### src/design/cdd_pkg.sv
// shared types, constants and calendar functions for the day difference block
`timescale 1ns / 1ps
`default_nettype none

package cdd_pkg;

  localparam int unsigned MaxYearDef = 9999;
  localparam int unsigned YearCycle  = 400;
  localparam int unsigned DayW       = 5;
  localparam int unsigned MonthW     = 4;
  localparam int unsigned YearW      = 14;
  localparam int unsigned CountW     = 22;
  localparam int unsigned ResW       = 9;
  localparam logic [CountW-1:0] CountMax = {CountW{1'b1}};

  localparam logic [MonthW-1:0] MonthJan = 4'd1;
  localparam logic [MonthW-1:0] MonthFeb = 4'd2;
  localparam logic [MonthW-1:0] MonthDec = 4'd12;

  typedef struct packed {
    logic [DayW-1:0]   start_day;
    logic [MonthW-1:0] start_month;
    logic [YearW-1:0]  start_year;
    logic [DayW-1:0]   end_day;
    logic [MonthW-1:0] end_month;
    logic [YearW-1:0]  end_year;
    logic              include_end;
  } cdd_req_t;

  typedef struct packed {
    logic [CountW-1:0] day_count;
    logic              bad_date;
  } cdd_rsp_t;

  typedef enum logic [2:0] {
    StIdle,
    StRedStart,
    StRedEnd,
    StCheck,
    StWalk,
    StFinish
  } cdd_state_e;

  // sequencer commands to the datapath
  typedef struct packed {
    logic load;
    logic red_start;
    logic red_end;
    logic check;
    logic walk;
    logic finish;
  } cdd_ctl_t;

  // datapath status back to the sequencer
  typedef struct packed {
    logic rem_lt;
    logic bad;
    logic earlier;
    logic at_end;
  } cdd_sts_t;

  // leap test on the year taken modulo 400
  function automatic logic is_leap(input logic [ResW-1:0] r);
    logic century;
    century = (r == 9'd100) || (r == 9'd200) || (r == 9'd300);
    return (r[1:0] == 2'b00) && !century;
  endfunction

  function automatic logic [DayW-1:0] month_len(input logic [MonthW-1:0] m, input logic leap);
    logic [DayW-1:0] len;
    unique case (m)
      4'd1, 4'd3, 4'd5, 4'd7, 4'd8, 4'd10, 4'd12: len = 5'd31;
      4'd4, 4'd6, 4'd9, 4'd11:                    len = 5'd30;
      MonthFeb:                                   len = leap ? 5'd29 : 5'd28;
      default:                                    len = 5'd0;
    endcase
    return len;
  endfunction

endpackage

`default_nettype wire

### src/design/cdd_ctrl.sv
// sequencer for the day difference block
`timescale 1ns / 1ps
`default_nettype none

module cdd_ctrl (
  input  wire logic              clk_i,
  input  wire logic              rst_ni,
  input  wire logic              req_valid_i,
  output logic                   req_ready_o,
  output logic                   rsp_valid_o,
  input  wire logic              rsp_ready_i,
  input  wire cdd_pkg::cdd_sts_t sts_i,
  output cdd_pkg::cdd_ctl_t      ctl_o
);

  cdd_pkg::cdd_state_e state_q, state_d;
  logic                rsp_valid_q, rsp_valid_d;
  logic                out_free;

  assign out_free = !rsp_valid_q || rsp_ready_i;

  always_ff @(posedge clk_i or negedge rst_ni) begin
    if (!rst_ni) begin
      state_q     <= cdd_pkg::StIdle;
      rsp_valid_q <= 1'b0;
    end else begin
      state_q     <= state_d;
      rsp_valid_q <= rsp_valid_d;
    end
  end

  // next state
  always_comb begin
    state_d = state_q;
    unique case (state_q)
      cdd_pkg::StIdle: begin
        if (req_valid_i) state_d = cdd_pkg::StRedStart;
      end
      cdd_pkg::StRedStart: begin
        if (sts_i.rem_lt) state_d = cdd_pkg::StRedEnd;
      end
      cdd_pkg::StRedEnd: begin
        if (sts_i.rem_lt) state_d = cdd_pkg::StCheck;
      end
      cdd_pkg::StCheck: begin
        if (sts_i.bad || !sts_i.earlier) state_d = cdd_pkg::StFinish;
        else state_d = cdd_pkg::StWalk;
      end
      cdd_pkg::StWalk: begin
        if (sts_i.at_end) state_d = cdd_pkg::StFinish;
      end
      cdd_pkg::StFinish: begin
        if (out_free) state_d = cdd_pkg::StIdle;
      end
      default: state_d = cdd_pkg::StIdle;
    endcase
  end

  // outputs
  always_comb begin
    ctl_o       = '0;
    req_ready_o = 1'b0;
    unique case (state_q)
      cdd_pkg::StIdle: begin
        req_ready_o = 1'b1;
        ctl_o.load  = req_valid_i;
      end
      cdd_pkg::StRedStart: ctl_o.red_start = 1'b1;
      cdd_pkg::StRedEnd:   ctl_o.red_end   = 1'b1;
      cdd_pkg::StCheck:    ctl_o.check     = 1'b1;
      cdd_pkg::StWalk:     ctl_o.walk      = !sts_i.at_end;
      cdd_pkg::StFinish:   ctl_o.finish    = out_free;
      default: ctl_o = '0;
    endcase
  end

  always_comb begin
    rsp_valid_d = rsp_valid_q;
    if (rsp_valid_q && rsp_ready_i) rsp_valid_d = 1'b0;
    if (ctl_o.finish) rsp_valid_d = 1'b1;
  end

  assign rsp_valid_o = rsp_valid_q;

endmodule

`default_nettype wire

### src/design/cdd_dp.sv
// datapath: year reduction, date checks, day walk and response register
`timescale 1ns / 1ps
`default_nettype none

module cdd_dp #(
  parameter int unsigned MAX_YEAR = cdd_pkg::MaxYearDef
) (
  input  wire logic              clk_i,
  input  wire cdd_pkg::cdd_req_t req_i,
  input  wire cdd_pkg::cdd_ctl_t ctl_i,
  output cdd_pkg::cdd_sts_t      sts_o,
  output cdd_pkg::cdd_rsp_t      rsp_o
);

  localparam logic [16:0] MaxYear = 17'(MAX_YEAR);
  localparam logic [cdd_pkg::YearW-1:0] Cycle = cdd_pkg::YearW'(cdd_pkg::YearCycle);
  localparam logic [cdd_pkg::ResW-1:0] ResLast = cdd_pkg::ResW'(cdd_pkg::YearCycle - 1);

  cdd_pkg::cdd_req_t             req_q;
  cdd_pkg::cdd_rsp_t             rsp_q;
  logic [cdd_pkg::YearW-1:0]     rem_q;
  logic [cdd_pkg::ResW-1:0]      sres_q, eres_q;
  logic [cdd_pkg::DayW-1:0]      wday_q;
  logic [cdd_pkg::MonthW-1:0]    wmon_q;
  logic [cdd_pkg::YearW-1:0]     wyear_q;
  logic [cdd_pkg::CountW-1:0]    cnt_q;
  logic                          bad_q;

  logic                          rem_lt;
  logic [cdd_pkg::YearW-1:0]     rem_sub;
  logic [cdd_pkg::DayW-1:0]      s_len, e_len, w_len;
  logic                          s_ok, e_ok;
  logic                          earlier, at_end;
  logic [cdd_pkg::CountW:0]      fin_sum;
  logic [cdd_pkg::CountW-1:0]    fin_cnt;

  // shared compare-subtract unit for the year reduction
  assign rem_lt  = rem_q < Cycle;
  assign rem_sub = rem_q - Cycle;

  assign s_len = cdd_pkg::month_len(req_q.start_month, cdd_pkg::is_leap(sres_q));
  assign e_len = cdd_pkg::month_len(req_q.end_month, cdd_pkg::is_leap(eres_q));
  assign w_len = cdd_pkg::month_len(wmon_q, cdd_pkg::is_leap(sres_q));

  assign s_ok = (req_q.start_month >= cdd_pkg::MonthJan) && (req_q.start_month <= cdd_pkg::MonthDec)
             && (req_q.start_day != '0) && (req_q.start_day <= s_len)
             && ({3'b000, req_q.start_year} <= MaxYear);
  assign e_ok = (req_q.end_month >= cdd_pkg::MonthJan) && (req_q.end_month <= cdd_pkg::MonthDec)
             && (req_q.end_day != '0) && (req_q.end_day <= e_len)
             && ({3'b000, req_q.end_year} <= MaxYear);

  assign earlier = {req_q.start_year, req_q.start_month, req_q.start_day}
                 < {req_q.end_year, req_q.end_month, req_q.end_day};
  assign at_end = {wyear_q, wmon_q, wday_q} == {req_q.end_year, req_q.end_month, req_q.end_day};

  assign fin_sum = {1'b0, cnt_q} + {{cdd_pkg::CountW{1'b0}}, req_q.include_end};
  assign fin_cnt = fin_sum[cdd_pkg::CountW] ? cdd_pkg::CountMax : fin_sum[cdd_pkg::CountW-1:0];

  always_ff @(posedge clk_i) begin
    if (ctl_i.load) begin
      req_q <= req_i;
      rem_q <= req_i.start_year;
    end
    if (ctl_i.red_start) begin
      if (rem_lt) begin
        sres_q <= rem_q[cdd_pkg::ResW-1:0];
        rem_q  <= req_q.end_year;
      end else begin
        rem_q <= rem_sub;
      end
    end
    if (ctl_i.red_end) begin
      if (rem_lt) eres_q <= rem_q[cdd_pkg::ResW-1:0];
      else rem_q <= rem_sub;
    end
    if (ctl_i.check) begin
      bad_q   <= !(s_ok && e_ok);
      wday_q  <= req_q.start_day;
      wmon_q  <= req_q.start_month;
      wyear_q <= req_q.start_year;
      cnt_q   <= '0;
    end
    if (ctl_i.walk) begin
      if (cnt_q != cdd_pkg::CountMax) cnt_q <= cnt_q + 1'b1;
      if (wday_q == w_len) begin
        wday_q <= 5'd1;
        if (wmon_q == cdd_pkg::MonthDec) begin
          wmon_q  <= cdd_pkg::MonthJan;
          wyear_q <= wyear_q + 1'b1;
          sres_q  <= (sres_q == ResLast) ? '0 : sres_q + 1'b1;
        end else begin
          wmon_q <= wmon_q + 1'b1;
        end
      end else begin
        wday_q <= wday_q + 1'b1;
      end
    end
    if (ctl_i.finish) begin
      rsp_q.day_count <= bad_q ? '0 : fin_cnt;
      rsp_q.bad_date  <= bad_q;
    end
  end

  always_comb begin
    sts_o.rem_lt  = rem_lt;
    sts_o.bad     = !(s_ok && e_ok);
    sts_o.earlier = earlier;
    sts_o.at_end  = at_end;
  end

  assign rsp_o = rsp_q;

endmodule

`default_nettype wire

### src/design/calendar_day_difference.sv
// top level of the gregorian day difference block
//
// channel  dir  handshake                  payload
// req      in   req_valid_i / req_ready_o  req_i (cdd_req_t)
// rsp      out  rsp_valid_o / rsp_ready_i  rsp_o (cdd_rsp_t)
//
// after a request is taken the start year is reduced, then the end year, then both dates are checked
// and the walk counts the day distance; a bad date or a start not before the end skips the walk
// the walk advances one day per cycle; the finish step registers the response and its valid
// the year reduction uses one shared compare-subtract unit, 400 years a cycle
// reset clears the sequencer and response valid only
// the response waits in its own register while a new request is taken; the next finish waits
`timescale 1ns / 1ps
`default_nettype none

module calendar_day_difference #(
  parameter int unsigned MAX_YEAR = cdd_pkg::MaxYearDef
) (
  input  wire logic              clk_i,
  input  wire logic              rst_ni,
  input  wire logic              req_valid_i,
  output logic                   req_ready_o,
  input  wire cdd_pkg::cdd_req_t req_i,
  output logic                   rsp_valid_o,
  input  wire logic              rsp_ready_i,
  output cdd_pkg::cdd_rsp_t      rsp_o
);

  cdd_pkg::cdd_ctl_t ctl;
  cdd_pkg::cdd_sts_t sts;

  cdd_ctrl u_ctrl (
    .clk_i       (clk_i),
    .rst_ni      (rst_ni),
    .req_valid_i (req_valid_i),
    .req_ready_o (req_ready_o),
    .rsp_valid_o (rsp_valid_o),
    .rsp_ready_i (rsp_ready_i),
    .sts_i       (sts),
    .ctl_o       (ctl)
  );

  cdd_dp #(
    .MAX_YEAR (MAX_YEAR)
  ) u_dp (
    .clk_i (clk_i),
    .req_i (req_i),
    .ctl_i (ctl),
    .sts_o (sts),
    .rsp_o (rsp_o)
  );

endmodule

`default_nettype wire

### config.mk
export PLATFORM = sky130hd
export DESIGN_NAME = calendar_day_difference
export DESIGN_NICKNAME = d
export VERILOG_FILES = /design/src/design/cdd_pkg.sv /design/src/design/cdd_ctrl.sv /design/src/design/cdd_dp.sv /design/src/design/calendar_day_difference.sv
export SDC_FILE = /design/constraint.sdc
export NUM_CORES = 1
export LEC_CHECK = 0
export BUFFER_PORTS_ARGS = -buffer_cell sky130_fd_sc_hd__buf_2
export CAP_MARGIN = 0
export CORE_ASPECT_RATIO = 1.75
export CORE_MARGIN = 4
export CORE_UTILIZATION = 55
export CTS_BUF_LIST = sky130_fd_sc_hd__clkbuf_2 sky130_fd_sc_hd__clkbuf_4 sky130_fd_sc_hd__clkbuf_8
export DETAILED_ROUTE_END_ITERATION = 12
export HOLD_SLACK_MARGIN = 0.06
export MAX_ROUTING_LAYER = met4
export PLACE_DENSITY = 0.89
export SLEW_MARGIN = 10
export SYNTH_ARGS = -nofsm -noshare
export SYNTH_HDL_FRONTEND = slang
export SYNTH_SLANG_ARGS = --single-unit
### constraint.sdc
create_clock -name clk_i -period 3.1 [get_ports clk_i]
set_input_delay 0.31 -clock clk_i [delete_from_list [all_inputs] [get_ports clk_i]]
set_output_delay 0.31 -clock clk_i [all_outputs]
set_load 0.05 [all_outputs]
==> results.toml, run 1 <==
[synthesis]
synth_edf_count = 89
synth_compound_area_share_pct = 14.7
syn_avg_cell_area_um2 = 10.2
yosysUniqueCellTypes = 81
netlist_instances = 833
synth_seq_cells = 152
synth_warnings = 0
ys_seq_area_share_pct = 46.6
muxShareOfSynthArea_pct = 5.52
syn_area_mm2 = 0.00848
ys.flop_type = "edfxtp_1"
async_flop_share_pct = 2.63
synthXorXnorAreaFrac_pct = 5.37
synth_adder_area_share_pct = 6.49
synth_top_family_by_area = "simple AND/OR/NAND/NOR gates"
synthSimpleGateAreaFrac_pct = 17.2
synth_nets = 928

[critical_path]
cp_slowest_stage_delay_ns = 0.42
path_cells = "or3b_1 > o22ai_2 > a211oi_2 > a311oi_1 > a21oi_1 > ha_1 > nand4_1 > mux2i_1 > a21oi_1 > or3_1 > o31a_1"
arrival_ns = 3.28
critPathKind = "reg2reg"
critPathSlowestCell = "or3b_1"
critPathRequiredTime_ns = 3.45
path_max_fanout = 9
cp-start-kind = "flop"
critPathMostFrequentCell = "a21oi_1"
endpoint_kind = "flop"

[detailed_routing]
drcViolationCount = 0
ant_nets = 0
vias = 7332
avgRoutedWirePerCell_um = 19.9
drt-pass1-iter-count = 5
via_per_inst = 6.33
wl_um = 23100
drt_iter0_drc = 467

[floorplanning]
dieArea_mm2 = 0.0175
io_pins = 76
start_util_pct = 56.6
fp-row-count = 59
coreArea_mm2 = 0.0150
fp.dieW_um = 102
dieHeight_um = 172

[placement]
portBuffers = 75
dpl-instance-area_mm2 = 0.00914
dpl.hpwl_um = 16400
place_congestion = 0.979
placed_cells = 1079

[power]
p_clk_share_pct = 18.8
p_comb_share_pct = 39.2
seqPwrFrac_pct = 42.0
p_sw_w = 0.00354
ir_drop_mv = 0.698
switching_share_pct = 42.4
p_leak_nw = 4.03
p_int_w = 0.00481
power-per-cell-area_mw_per_mm2 = 831

[sta]
fin_crit_ns = 2.94
worst_slew_pin_slew_ns = 0.820
setup_viol = 0
finalSetupTns_ns = 0
hold_viol_final = 0
min_period_over_period_pct = 94.7
max_slew_margin_pct = 44.9
fmax_mhz = 341
finalClockSkew_ns = 0.0156
slew_violations = 0

[job]
maxCapViolations = 0

[global_route]
overflow = 0
grt_usage_pct = 28.1
grt_max_degree = 43
grt_pass1_vias = 7483
antenna_found_initial = 0
grt_pass1_wl_um = 37100

[final_layout]
fillers = 1120
nets = 1058
final_cell_area_mm2 = 0.0101
final_common_cell = "edfxtp_1"
drive_gt1_share_pct = 15.7
diodes = 0
area_growth_pct = 18.5
layout_common_cells = "edfxtp_1, nand2_1, buf_2"
stdcell_count = 1159

[clocking]
cts_tree = "built"
clk_pin_slew_ns = 0.10
insertion_delay_ns = 0.46
cts_buffer_depth = 2
cts_buffers = 17
h-tree-depth = 4
cts_root_buf = "clkbuf_8"
clkSinkCount = 152

[status]
status = "finished, final reports clean"

[worst_hold_path]
hold_class = "in2async"
## cell families (layout without fill, tap and decap cells)
family | count (synthesis) | after routing
flip-flops | 152 | 152
AND/OR/NAND/NOR | 283 | 283
multiplexers | 46 | 46
buffers and inverters | 86 | 229
adder cells (fa/ha/maj) | 44 | 44
XOR/XNOR | 52 | 52
AO/OA/AOI/OAI | 170 | 170
## area by class of cell
type	instances	area, µm²	area share (%)
Sequential cell	152	3950	39.3
Clock buffer	17	234	2.33
Timing Repair Buffer	145	1060	10.5
Tap cell	183	229	2.28
Multi-Input combinational cell	595	4210	41.9
Inverter	52	195	1.94
Clock inverter	15	173	1.72
## worst paths after layout
check	endpoint	slack, ns	start	cells after the start
worst min register to register	u_dp.wyear_q[13]$_DFF_P_	0.51	u_dp.wyear_q[13]$_DFF_P_	2
worst max-delay path	u_ctrl.state_q[0]$_DFFE_PN0P_	0.16	u_dp.sres_q[5]$_DFF_P_	11
worst max register to register	u_ctrl.state_q[0]$_DFFE_PN0P_	0.16	u_dp.sres_q[5]$_DFF_P_	11
max in group asynchronous	u_ctrl.state_q[1]$_DFFE_PN0P_	2.78	rst_ni	2
worst min-delay path	u_ctrl.rsp_valid_o$_DFFE_PN0P_	0.18	rst_ni	2
min in group clk_i	u_ctrl.rsp_valid_o$_DFFE_PN0P_	0.24	rsp_ready_i	3
## sequential cells by signal, indices dropped and copies added, names as in the netlist
signal,cells
u_dp.rsp_o,23
u_dp.wday_q,5
u_dp.req_q,47
u_dp.wyear_q,14
u_dp.sres_q,9
u_ctrl.state_q,3
u_dp.wmon_q,4
u_dp.eres_q,9
u_dp.bad_q,1
u_ctrl.rsp_valid_o,1
u_dp.rem_q,14
u_dp.cnt_q,22
## stage by stage
step                setup slack (ns)  util (%)  hold slack, ns  total power [W]
floorplan                      0.121         -          0.0144          0.00562
global placement               0.199      61.0           0.124          0.00650
detailed placement             0.165      61.0           0.127          0.00662
CTS                            0.136      66.9           0.165          0.00824
global route                -0.00791      67.1           0.195          0.00881
finish                         0.165      67.1           0.181          0.00835
## worst max-delay path, delay by kind of cell (launching register included)
kind / cells / cell delay [ns]
flip-flops: 1 / 0.41
AND/OR/NAND/NOR: 3 / 0.90
AO/OA/AOI/OAI: 6 / 1.10
multiplexers: 1 / 0.14
adder cells (fa/ha/maj): 1 / 0.28
## metal layers
metal	GRT usage, %	share of wire (%)	vias to the layer above	wire length (µm)
met1	26.4	33	3488	7520
met3	3.92	5.3	122	1220
met4	20.4	7.6	0	1740
met5	-	0	-	0
met2	50.7	55	353	12600
li1	-	-	3369	-
## power groups by stage
stage	Clock, W	Sequential (W)	Combinational, W
5_1_grt	0.00167	0.00356	0.00358
3_3_place_gp	0	0.00349	0.00301
4_1_cts	0.00158	0.00347	0.00318
3_5_place_dp	0	0.00351	0.00311
6_report	0.00157	0.00351	0.00327
2_1_floorplan	0	0.00344	0.00218
## repair_timing
action | in CTS | in global routing
hold endpoints to repair | 51 | 0
setup buffers | 0 | 0
setup endpoints to repair | 0 | 3
hold buffers | 48 | 0
resized for setup | 0 | 5
## synthesized netlist by cell type, types with 11 or more instances
library cell	instances	area (µm²)
nand2_1	79	297
mux2i_1	40	400
nand4_1	30	188
dfxtp_1	59	1180
inv_1	51	191
nor4_1	11	68.8
clkbuf_1	24	90.1
ha_1	44	551
xnor2_1	35	307
o21ai_0	16	80.1
a21oi_1	42	210
nor3_1	25	125
nand3_1	29	145
xor2_1	17	149
and3_1	17	106
edfxtp_1	89	2670
nor2_1	42	158
(Power assumes the default switching activity.)
==> run 2, diff against run 1 <==
--- a/config.mk
+++ b/config.mk
@@ -5,6 +5,7 @@
 export SDC_FILE = /design/constraint.sdc
 export NUM_CORES = 1
 export LEC_CHECK = 0
+export ABC_AREA = 1
 export BUFFER_PORTS_ARGS = -buffer_cell sky130_fd_sc_hd__buf_2
 export CAP_MARGIN = 0
 export CORE_ASPECT_RATIO = 1.75
@@ -14,7 +15,7 @@
 export DETAILED_ROUTE_END_ITERATION = 12
 export HOLD_SLACK_MARGIN = 0.06
 export MAX_ROUTING_LAYER = met4
-export PLACE_DENSITY = 0.89
+export PLACE_DENSITY = 0.88
 export SLEW_MARGIN = 10
 export SYNTH_ARGS = -nofsm -noshare
 export SYNTH_HDL_FRONTEND = slang
==> run 2 against run 1 <==
  * Clock skew increased by 0.0018 ns
  * Worst setup slack improved by 0.33 ns
  * Count of clock-buffer cells in the layout unchanged
  * Design area increased by 6.8%
  * Critical path type unchanged
  * Critical endpoint is now u_dp.wyear_q[3]$_DFF_P_
  * Largest cell class unchanged
==> results.toml, run 2 <==
[status]
status = "finished, final reports clean"

[critical_path]
critPathMostFrequentCell = "nand2_1"
crit_buf_inv = 2
cp_slowest_stage_delay_ns = 0.44
critPathTopFamily = "simple AND/OR/NAND/NOR gates"
endpoint_kind = "flop"
critPathRequiredTime_ns = 3.48
path_max_fanout = 20
critPathSlowestCell = "dfxtp_1"
path_cells = "inv_1 > ha_1 > nand3_2 > nand2_1 > nor2_4 > nand2_1 > nand2_1 > nand3_1 > nor2_4 > inv_2 > nor2_4 > nand3_2 > nand2_1 > nand2_1"
rr_endpoint = "u_dp.wyear_q[3]$_DFF_P_"
ff2ff_path_depth = 14
cp-start-kind = "flop"
arrival_ns = 2.98
r2r_start = "u_dp.wmon_q[0]$_DFF_P_"
critPathKind = "reg2reg"
r2r_slack_ns = 0.50

[global_route]
antenna_found_initial = 0
grt_pass1_vias = 8490
grt_pass1_wl_um = 41400
overflow = 0
grt_max_degree = 45
grt_usage_pct = 28.0

[worst_hold_path]
hold_class = "in2async"

[final_layout]
fillers = 1303
largest_reg_flops = 47
regMostFlops = "u_dp.req_q"
nets = 1382
multi_input_area_mm2 = 0.00455
ff_latch_area_mm2 = 0.00395
drive_gt1_share_pct = 12.6
final_common_cell = "nand2_1"
utilization_pct = 65.0
layout_common_cells = "nand2_1, inv_1, nor2_1"
area_growth_pct = 15.8
diodes = 0

[sta]
max_slew_margin_pct = 44.1
setup_viol = 0
min_period_over_period_pct = 83.9
hold_viol_final = 0
slew_violations = 0
worst_slew_pin_slew_ns = 0.838
fmax_mhz = 384
finalClockSkew_ns = 0.0174
finalSetupTns_ns = 0
rsz0062_at_grt = "false"
fin_hold_ws_ns = 0.155
fin_crit_ns = 2.60

[synthesis]
synth_edf_count = 89
yosys.area.top_type = "edfxtp_1"
ys_seq_area_share_pct = 42.6
synth_common_cells = "nand2_1, inv_1, nor2_1, edfxtp_1, nand3_1"
ys.flop_type = "edfxtp_1"
synth_nets = 1259
synth_warnings = 0
synth_seq_cells = 152
yosysUniqueCellTypes = 52
syn_area_mm2 = 0.00927
netlist_instances = 1164
syn_avg_cell_area_um2 = 7.97
yosysMostFrequentCell = "nand2_1"
synth_area_leaders = "edfxtp_1, dfxtp_1, nand2_1, ha_1, inv_1"
yosys.area.top_type_share_pct = 28.8
async_flop_share_pct = 2.63

[power]
seqPwrFrac_pct = 39.0
p_comb_share_pct = 43.2
p_leak_nw = 4.85
ir_drop_mv = 0.902
switching_share_pct = 45.7
power-per-cell-area_mw_per_mm2 = 813
p_clk_share_pct = 17.8
p_sw_w = 0.00399
p_int_w = 0.00474

[clocking]
clk_pin_slew_ns = 0.10
cts_buffers = 17
ctsResizeCount = 0
h-tree-depth = 4
cts_tree = "built"
cts_root_buf = "clkbuf_8"
insertion_delay_ns = 0.49
clkSinkCount = 152
cts_buffer_depth = 2

[floorplanning]
fp.dieW_um = 106
coreArea_mm2 = 0.0165
start_util_pct = 56.1
dieArea_mm2 = 0.0191
io_pins = 76
fp-row-count = 62
dieHeight_um = 180

[detailed_routing]
ant_nets = 0
avgRoutedWirePerCell_um = 16.7
drt_iter0_drc = 819
via_per_inst = 5.65
vias = 8606
drt-pass1-iter-count = 5
drcViolationCount = 0
wl_um = 25500

[placement]
portBuffers = 75
dpl.hpwl_um = 18100
place_congestion = 0.969

[job]
maxCapViolations = 0
run 2: cell types whose count changed after synthesis, moves of 10 or more:
| cell | change |
|---|---|
| inv_2 | +10 |
| nand2b_1 | -10 |
| xor2_1 | +28 |
| nand3_1 | +38 |
| nor2_1 | +52 |
| o21ai_0 | +49 |
| o21ai_1 | +19 |
| mux2i_1 | -40 |
| nand2_1 | +198 |
| and3_1 | -16 |
| inv_1 | +92 |
run 2: how the worst max path moves through the flow:
stage,startpoint,to,cells after the start
4_1_cts,u_dp.wmon_q[0]$_DFF_P_,u_dp.wyear_q[3]$_DFF_P_,14
6_report,u_dp.wmon_q[0]$_DFF_P_,u_dp.wyear_q[3]$_DFF_P_,14
3_5_place_dp,u_dp.wmon_q[0]$_DFF_P_,u_dp.wyear_q[5]$_DFF_P_,14
5_1_grt,u_dp.wmon_q[0]$_DFF_P_,u_dp.wyear_q[4]$_DFF_P_,16
3_3_place_gp,u_dp.wmon_q[0]$_DFF_P_,u_dp.wyear_q[0]$_DFF_P_,14
2_1_floorplan,u_ctrl.state_q[0]$_DFFE_PN0P_,u_dp.rem_q[12]$_DFF_P_,10
run 2: per-layer routing:
layer,vias up,track usage [%],part of all wire (%)
li1,4126,-,-
met1,3952,28.6,35
met2,399,48.3,52
met3,129,3.73,5.4
met4,0,20.4,7.8
met5,-,-,0
run 2: cell families (layout without fill, tap and decap cells):
| kind of cell | Yosys count | count (layout) | share of synthesized area [%] |
|---|---|---|---|
| buffers and inverters | 191 | 327 | 8.35 |
| XOR/XNOR | 74 | 74 | 6.99 |
| adder cells (fa/ha/maj) | 44 | 44 | 5.94 |
| AO/OA/AOI/OAI | 169 | 169 | 10.7 |
| AND/OR/NAND/NOR | 534 | 534 | 25.4 |
| flip-flops | 152 | 152 | 42.6 |
run 2: power groups by stage:
stage	logic [W]	clock network, W	registers [W]
final	0.00377	0.00155	0.00340
after global routing	0.00422	0.00164	0.00345
after CTS	0.00364	0.00157	0.00337
after detailed placement	0.00354	0	0.00341
after global placement	0.00342	0	0.00339
after floorplan	0.00269	0	0.00331
run 2: final cells by class:
type                    count  share of cell area [%]
well taps                 224                    2.61
clock inverters            15                    1.43
repair buffers            139                    9.11
flip-flops and latches    152                    36.8
inverters                 156                    5.48
clock buffers              17                    2.18
multi-input cells         821                    42.4
run 2: metrics by stage:
stage	cell area [µm²]	std cells	total power (W)	setup slack, ns
floorplan	9280	1164	0.00599	0.464
global placement	9860	1443	0.00680	0.689
detailed placement	9860	1443	0.00696	0.567
CTS	10700	1524	0.00858	0.542
global route	10700	1524	0.00931	0.186
finish	10700	1524	0.00873	0.499
run 2: timing repair:
item / in CTS / in global routing
hold buffers: 49 / 0
endpoints found under the hold margin: 52 / 0
buffers inserted: 0 / 0
==> run 3, diff against run 2 <==
==> constraint.sdc (replaced) <==
create_clock -name clk_i -period 2.1 [get_ports clk_i]
set_input_delay 0.21 -clock clk_i [delete_from_list [all_inputs] [get_ports clk_i]]
set_output_delay 0.21 -clock clk_i [all_outputs]
set_load 0.05 [all_outputs]
==> run 3 against run 2 <==
  * The run now ends with setup timing left
  * Via count up 6.6%
  * Worst setup slack worse by 0.57 ns
  * Final cell count up 5.2%
  * Power up 64%
  * Sequential power up 46%
  * Critical path depth up 1
  * Hold slack worse by 0.057 ns
  * Sequential share of layout area down 2.7 points
  * Sequential cell count unchanged
==> results.toml, run 3 (synthesis gave the netlist of run 2 again) <==
[detailed_routing]
via_per_inst = 5.72
wl_um = 28100
ant_nets = 0
drt_iter0_drc = 862
drt-pass1-iter-count = 5
vias = 9172
avgRoutedWirePerCell_um = 17.5
drcViolationCount = 0

[critical_path]
cp-startpoint = "u_dp.sres_q[5]$_DFF_P_"
ff2ff_path_depth = 15
worstSetupEndpoint = "u_ctrl.state_q[0]$_DFFE_PN0P_"
rr_endpoint = "u_ctrl.state_q[0]$_DFFE_PN0P_"
cp-start-kind = "flop"
path_max_fanout = 5
r2r_slack_ns = -0.08
r2r_start = "u_dp.sres_q[5]$_DFF_P_"
arrival_ns = 2.54
critPathKind = "reg2reg"
critPathRequiredTime_ns = 2.46
endpoint_kind = "flop"

[global_route]
grt_max_degree = 62
overflow = 0
grt_usage_pct = 29.4
antenna_found_initial = 0
grt_pass1_wl_um = 43500
grt_pass1_vias = 8970

[final_layout]
stdcell_count = 1603
regMostFlops = "u_dp.req_q"
largest_reg_flops = 47
area_growth_pct = 25.6
final_common_cell = "nand2_1"
layout_common_cells = "nand2_1, inv_1, edfxtp_1"
drive_gt1_share_pct = 22.2
diodes = 0
nets = 1461

[power]
power-per-cell-area_mw_per_mm2 = 1230
p_leak_nw = 5.30
ir_drop_mv = 1.11
power_w = 0.0143

[sta]
fin_crit_ns = 2.18
hold_viol_final = 0
setup_viol = 24
finalClockSkew_ns = 0.0226
min_period_over_period_pct = 104
rsz0062_at_grt = "true"
fin_hold_ws_ns = 0.0972
fmax_mhz = 460
fin_ws_ns = -0.0758
max_slew_margin_pct = 66.6
slew_violations = 0
worst_slew_pin_slew_ns = 0.497

[placement]
dpl.hpwl_um = 19400
place_congestion = 0.972
portBuffers = 75
placed_cells = 1508

[floorplanning]
dieHeight_um = 180
start_util_pct = 56.1
coreArea_mm2 = 0.0165
fp.dieW_um = 106
io_pins = 76
fp-row-count = 62
dieArea_mm2 = 0.0191

[clocking]
insertion_delay_ns = 0.47
clkSinkCount = 152
clk_pin_slew_ns = 0.11
cts_buffers = 17
h-tree-depth = 4
cts_tree = "built"
cts_root_buf = "clkbuf_8"
cts_buffer_depth = 2

[status]
status = "finished with violations"
violations = "setup timing"

[worst_hold_path]
hold_class = "in2async"

[job]
maxCapViolations = 0
-- run 3: changes by cell type in the layout (fill, tap and decap cells not counted), sizes merged --
cell | previous run | this run
bufinv | 1 | 2
clkinvlp | 2 | 3
clkinv | 5 | 3
clkbuf | 17 | 18
buf | 90 | 168
-- run 3: layout make-up --
cell class / count / area [µm²]
Clock buffer: 17 / 234
Multi-Input combinational cell: 821 / 4750
Clock inverter: 15 / 179
Fill cell: 1162 / 4880
Tap cell: 224 / 280
Timing Repair Buffer: 218 / 1630
Inverter: 156 / 599
Sequential cell: 152 / 3970
-- run 3: what timing repair did --
action | CTS | global route
endpoints found under the hold margin | 52 | 0
endpoints found under the setup margin | 32 | 64
setup buffers | 5 | 10
hold buffers | 49 | 0
gates resized for setup | 28 | 54
pin swaps | 9 | 18
-- run 3: layer usage --
layer	vias to the layer above	wire, µm	share of wire, %	global-route usage, %
li1	4291	-	-	-
met1	4155	9350	33	28.4
met2	531	14500	52	51.5
met3	195	1800	6.4	4.02
met4	0	2450	8.7	22.8
met5	-	0	0	-
-- run 3: critical path, cell delays in order, from the launching register on --
cell and delay (ns):
dfxtp_2 0.34, buf_4 0.15, nor2_1 0.11, nand3b_1 0.10, nand2_2 0.12, nand2_4 0.08, nand2_4 0.07, o32ai_2 0.08
ha_1 0.31, nand3_2 0.07, o22ai_2 0.18, nand3_1 0.11, nor2_2 0.13, nand3_1 0.08, nand3_1 0.08, nand2_1 0.06
-- run 3: stage by stage --
step | util [%] | TNS, ns | setup slack (ns) | area (µm²)
detailed placement | 62.8 | -1.59 | -0.130 | 10400
floorplan | - | 0 | 0.0413 | 9280
global placement | 62.8 | -0.0434 | -0.0248 | 10400
global route | 70.5 | -5.98 | -0.245 | 11600
CTS | 69.0 | -0.114 | -0.0670 | 11400
finish | 70.5 | -0.399 | -0.0758 | 11600
-- run 3: worst min path at each step --
stage	from	endpoint	slack (ns)	depth (start not counted)
after floorplan	rst_ni	u_ctrl.rsp_valid_o$_DFFE_PN0P_	-0.09	0
after global placement	rst_ni	u_ctrl.state_q[0]$_DFFE_PN0P_	0.03	1
after detailed placement	rst_ni	u_ctrl.state_q[1]$_DFFE_PN0P_	0.03	1
after CTS	rst_ni	u_ctrl.state_q[1]$_DFFE_PN0P_	0.07	2
after global routing	rst_ni	u_ctrl.state_q[1]$_DFFE_PN0P_	0.09	2
final	rst_ni	u_ctrl.state_q[1]$_DFFE_PN0P_	0.1	2
-- run 3: report_power, final --
group | total (W) | internal, W | switching [W] | leakage [nW]
registers | 0.00495 | 0.00412 | 0.000834 | 1.37
logic | 0.00694 | 0.00268 | 0.00426 | 3.72
clock network | 0.00241 | 0.00111 | 0.00130 | 0.205
total | 0.0143 | 0.00791 | 0.00640 | 5.30
